File: src/design/m4tu_pkg.sv
`default_nettype none
package m4tu_pkg;
  localparam int FRAC_BITS = 16;
  localparam int W = 32;
  // Width that holds a sum of four shifted products without overflow.
  localparam int SW = 2*W-FRAC_BITS+2;
  localparam logic signed [W-1:0] ONE_Q = W'(64'sd1 <<< FRAC_BITS);
  localparam logic signed [W-1:0] MAX_Q = 32'sh7fffffff;
  localparam logic signed [W-1:0] MIN_Q = 32'sh80000000;

  localparam logic [3:0] OP_LOAD = 4'd0;
  localparam logic [3:0] OP_IDENT = 4'd1;
  localparam logic [3:0] OP_TRANSL = 4'd2;
  localparam logic [3:0] OP_SCALE_XYZ = 4'd3;
  localparam logic [3:0] OP_SCALE_ALL = 4'd4;
  localparam logic [3:0] OP_ADD = 4'd5;
  localparam logic [3:0] OP_SUB = 4'd6;
  localparam logic [3:0] OP_MUL = 4'd7;
  localparam logic [3:0] OP_ROT = 4'd8;
  localparam logic [3:0] OP_XFORM = 4'd9;
  localparam logic [3:0] OP_READ = 4'd10;
  localparam logic [3:0] OP_CMP = 4'd11;

  localparam logic [1:0] AX_X = 2'd0;
  localparam logic [1:0] AX_Y = 2'd1;
  localparam logic [1:0] AX_Z = 2'd2;

  // Command from the controller to the datapath.
  typedef struct packed {
    logic load_req;   // capture the input transaction
    logic exec;       // apply a one-step operation
    logic mul_step;   // compute one output row of the matrix product
    logic [1:0] mul_row;
    logic mul_commit; // copy the finished product into the matrix
    logic out_load;   // register the result
  } m4tu_cmd_t;

  function automatic logic signed [W-1:0] sat_q(input logic signed [SW-1:0] v);
    if (v > SW'(MAX_Q)) return MAX_Q;
    else if (v < SW'(MIN_Q)) return MIN_Q;
    else return v[W-1:0];
  endfunction

  // Exact product shifted right by FRAC_BITS (floor).
  function automatic logic signed [2*W-FRAC_BITS-1:0] fmul_q(
      input logic signed [W-1:0] a, input logic signed [W-1:0] b);
    logic signed [2*W-1:0] p;
    p = a * b;
    return p[2*W-1:FRAC_BITS];
  endfunction
endpackage
`default_nettype wire

File: src/design/m4tu_ctrl.sv
`default_nettype none
module m4tu_ctrl
  import m4tu_pkg::*;
(
  input  wire logic clk,
  input  wire logic rst,
  input  wire logic in_valid,
  output logic      in_stall,
  input  wire logic [3:0] req_type,
  input  wire logic [1:0] row_index,
  output logic      out_valid,
  input  wire logic out_stall,
  output m4tu_cmd_t cmd
);
  localparam logic [2:0] S_IDLE = 3'd0;
  localparam logic [2:0] S_EXEC = 3'd1;
  localparam logic [2:0] S_MUL = 3'd2;
  localparam logic [2:0] S_COMMIT = 3'd3;
  localparam logic [2:0] S_OUT = 3'd4;

  logic [2:0] state, state_next;
  logic [3:0] op;
  logic [1:0] mrow;
  logic has_res;

  assign in_stall = (state != S_IDLE) || (out_valid && out_stall);
  assign has_res = (op == OP_XFORM) || (op == OP_READ) || (op == OP_CMP);

  always_comb begin
    cmd = '0;
    state_next = state;
    cmd.mul_row = mrow;
    unique case (state)
      S_IDLE: begin
        if (in_valid && !in_stall) begin
          cmd.load_req = 1'b1;
          state_next = S_EXEC;
        end
      end
      S_EXEC: begin
        cmd.exec = 1'b1;
        if (op == OP_MUL && mrow == 2'd3) state_next = S_MUL;
        else if (has_res) state_next = S_OUT;
        else state_next = S_IDLE;
      end
      S_MUL: begin
        cmd.mul_step = 1'b1;
        if (mrow == 2'd3) state_next = S_COMMIT;
      end
      S_COMMIT: begin
        cmd.mul_commit = 1'b1;
        state_next = S_IDLE;
      end
      S_OUT: begin
        cmd.out_load = 1'b1;
        state_next = S_IDLE;
      end
      default: state_next = S_IDLE;
    endcase
  end

  always_ff @(posedge clk) begin
    if (rst) begin
      state <= S_IDLE;
      out_valid <= 1'b0;
      op <= '0;
      mrow <= '0;
    end else begin
      state <= state_next;
      if (cmd.load_req) begin
        op <= req_type;
        mrow <= row_index;
      end else if (state == S_EXEC && state_next == S_MUL) begin
        mrow <= 2'd0;
      end else if (cmd.mul_step) begin
        mrow <= mrow + 2'd1;
      end
      if (cmd.out_load) out_valid <= 1'b1;
      else if (!out_stall) out_valid <= 1'b0;
    end
  end

`ifndef ASSERT_OFF
  a_no_accept_busy: assert property (@(posedge clk) disable iff (rst)
    (state != S_IDLE) |-> in_stall) else $error("accept while busy");
  a_out_after_exec: assert property (@(posedge clk) disable iff (rst)
    cmd.out_load |-> $past(state) == S_EXEC) else $error("output without exec");
  a_commit_after_mul: assert property (@(posedge clk) disable iff (rst)
    cmd.mul_commit |-> $past(cmd.mul_step)) else $error("commit without product");
`endif
endmodule
`default_nettype wire

File: config.mk
export PLATFORM = sky130hd
export DESIGN_NAME = m4tu_ctrl
export DESIGN_NICKNAME = d
export VERILOG_FILES = /design/src/design/m4tu_pkg.sv /design/src/design/m4tu_ctrl.sv
export SDC_FILE = /design/constraint.sdc
export NUM_CORES = 1
export LEC_CHECK = 0
export ABC_AREA = 1
export BUFFER_PORTS_ARGS = -buffer_cell sky130_fd_sc_hd__buf_4
export CAP_MARGIN = 15
export CORE_MARGIN = 2
export CORE_UTILIZATION = 35
export DETAILED_ROUTE_END_ITERATION = 12
export HOLD_SLACK_MARGIN = 0.12
export PLACE_DENSITY = 0.71
export RECOVER_POWER = 100
export SYNTH_ARGS = -nofsm -noshare
export SYNTH_HDL_FRONTEND = slang
export SYNTH_SLANG_ARGS = --single-unit
export TNS_END_PERCENT = 10
File: constraint.sdc
create_clock -name clk -period 1.1 [get_ports clk]
set_input_delay 0.22 -clock clk [delete_from_list [all_inputs] [get_ports clk]]
set_output_delay 0.22 -clock clk [all_outputs]
set_load 0.05 [all_outputs]
==> metrics <==
worst hold stages=2; IO Port Bufs=18; GR Overflow Total=0; Tot Pwr=about 880 µW; Post-synth top flop=dfxtp_1; Clock power frac=between 20% and 30%; crit path launch type=flop; Slew Limit Fails=0; hpwl dp=910 µm; Final Skew=between 0.0005 and 0.0006 ns; Clk Latency, worst-skew pair=0.26 ns; Site Rows=13; max cap viols=0; WS Path Type=reg -> out; pwr/cell area=just over 1000 nW/µm²; Antenna Nets Post-Route=0; first-pass GRT wire length=1.99 mm; final net count=115; register area share after synthesis=41.0%; Yosys warning total=0; Die Area=1710 µm²; final core occ=around two thirds; Yosys reg bits=10; reg-to-reg endpoint=mrow[0]; Worst R2R Setup Slack=-0.16 ns; vias in the first global route=~490; drt pass-1 iters=4; Internal=612 µW; synth top area cells=dfxtp_1, nand2_1, inv_1; die extent in y=~41 µm; highest clock rate=745 MHz; All-Layer GR Usage=18.4%; initial antenna violation count=0; Top Ports=19; outcome=finished with violations; switch share=30.2%; cell area after synthesis=slightly below 500 µm²; Layout Cells excl Fill=117; ant diodes=0; CTS root buf=clkbuf_4; Synth-to-Final Area Change=72.8%; relative slew slack=between 80% and 90%; slew of the pin with the lowest slew margin=0.197 ns; Sequential Power Share=45.0%; largest net degree at the start of global routing=11; Synth top area share=41.0%; Hold Path Sink=state[0]; TritonCTS clock tree=done; Worst VDD drop=0.000594 V; total number of vias=543; hold buffers post-CTS=0; Avg WL per Cell=10.9 µm; mean post-synth cell area=7.07 µm²; PnR worst setup slack=-0.243 ns; layout cells sized above 1=50.0%; failing checks=negative setup slack; Starting Density=37.5%; Post-Syn Nets=80; Hold Crit Class=in -> reg; Reg clk slew, reported paths=~0.070 ns; Clock Tree Buf Depth=2; ys async rst share=0%; CP required=approximately 0.88 ns; Setup violations, final=9; Crit Reg-Reg Startpoint=state[0]; part of the cycle the worst path needs=122%; Tmin final=1.34 ns; H-tree depth=1; most common cell in the netlist=nand2_1; Unique masters post-synth=18; Post-Route WL=around 1.3 mm; cell count after placement=111; Chip Width=41.3 µm; clock sinks=10; DP Worst Slack=-0.0507 ns; Layout Cell Area excl Fill=between 800 and 900 µm²; DRT iter0 DRCs=7; Core Region=approximately 1300 µm²; RSZ-0062 raised after global routing=true; EDFF count, synth=0; leading area contributor after synthesis=dfxtp_1; leakage power=about 0.42 nW; switching pwr=264 µW; multi-input logic area=259 µm²; CTS buffer count=3; FF/Latch Area=206 µm²; worst hold start=rst; Reg2Reg Depth=8; WP data arrival=between 1 and 1.5 ns; Area after DPL=749 µm²; via/cell ratio=4.64; Synth Instances=69; fill cell count=131; CP Capture Type=output pin; Logic pwr share=25.6%; routability cong.=around 0.82; synth cell count leaders=nand2_1, inv_1, dfxtp_1; final hold violations=0; worst-path maximum fanout=3; drc violations=0
-- power by group through the flow --
stage / sequential (mW) / combinational [mW] / clock [mW]
CTS: 0.394 / 0.223 / 0.257
global placement: 0.401 / 0.201 / 0
global route: 0.397 / 0.242 / 0.276
detailed placement: 0.402 / 0.204 / 0
floorplan: 0.422 / 0.0991 / 0
finish: 0.394 / 0.225 / 0.257
-- cell type report --
class	instances	area share, %
clock buffer	3	2.67
inverter	13	5.79
timing repair buffer	32	34.1
multi-input combinational	44	30.7
sequential	10	24.5
tap	15	2.23
-- worst max-delay path by stage --
stage                         end  startpoint  slack (ns)  cells past startpoint
final                      cmd[0]    state[0]       -0.24                      3
after CTS                  cmd[0]    state[0]       -0.25                      3
after floorplan           mrow[0]   out_valid       -0.30                      7
after global placement     cmd[5]    state[1]       -0.03                      3
after detailed placement   cmd[5]    state[1]       -0.05                      3
after global routing       cmd[0]    state[0]       -0.29                      3
-- kinds of logic after synthesis --
logic type	synth area share (%)
AOI/OAI and AO/OA	10.3
adders and majority gates	2.56
buffers and inverters	13.1
DFF	41.0
and+or+nand+nor	33.1
-- metrics by stage --
stage / hold WS, ns / setup TNS (ns)
5_1_grt: 0.172 / -2.47
3_5_place_dp: 0.453 / -0.164
4_1_cts: 0.170 / -1.44
3_3_place_gp: 0.452 / -0.0428
2_1_floorplan: 0.365 / -3.31
6_report: 0.176 / -1.59
-- metal layers --
layer	track usage, %	up-vias	wire length (µm)
li1	-	286	-
met3	5.32	2	74
met4	7.26	0	8
met1	22.1	238	565
met5	0	-	0
met2	30.9	17	632
-- registers in the layout, summed over array words and instances (netlist names) --
signal / cells
mrow: 2
op: 4
out_valid: 1
state: 3
-- layout by cell type, fill, tap and decap left out, types with 2 or more instances in the layout --
cell      count
buf_4        19
nand2_1      17
inv_1         9
a21oi_1       7
buf_6         7
dfxtp_2       5
dfxtp_1       5
inv_2         4
clkbuf_4      4
nand3_1       3
nor2_1        3
nor3_4        2
nand2_2       2
nand4_1       2
buf_8         2
-- worst max-delay path: stages (launching register included) --
cell     delay, ns
dfxtp_2       0.35
buf_4         0.14
nor3_4        0.19
buf_6         0.18
-- what timing repair did --
item	CTS	global route
pin swaps	3	1
setup endpoints to repair	10	15
resized for setup	16	0
setup buffers	2	1
(Power assumes the default switching activity.)
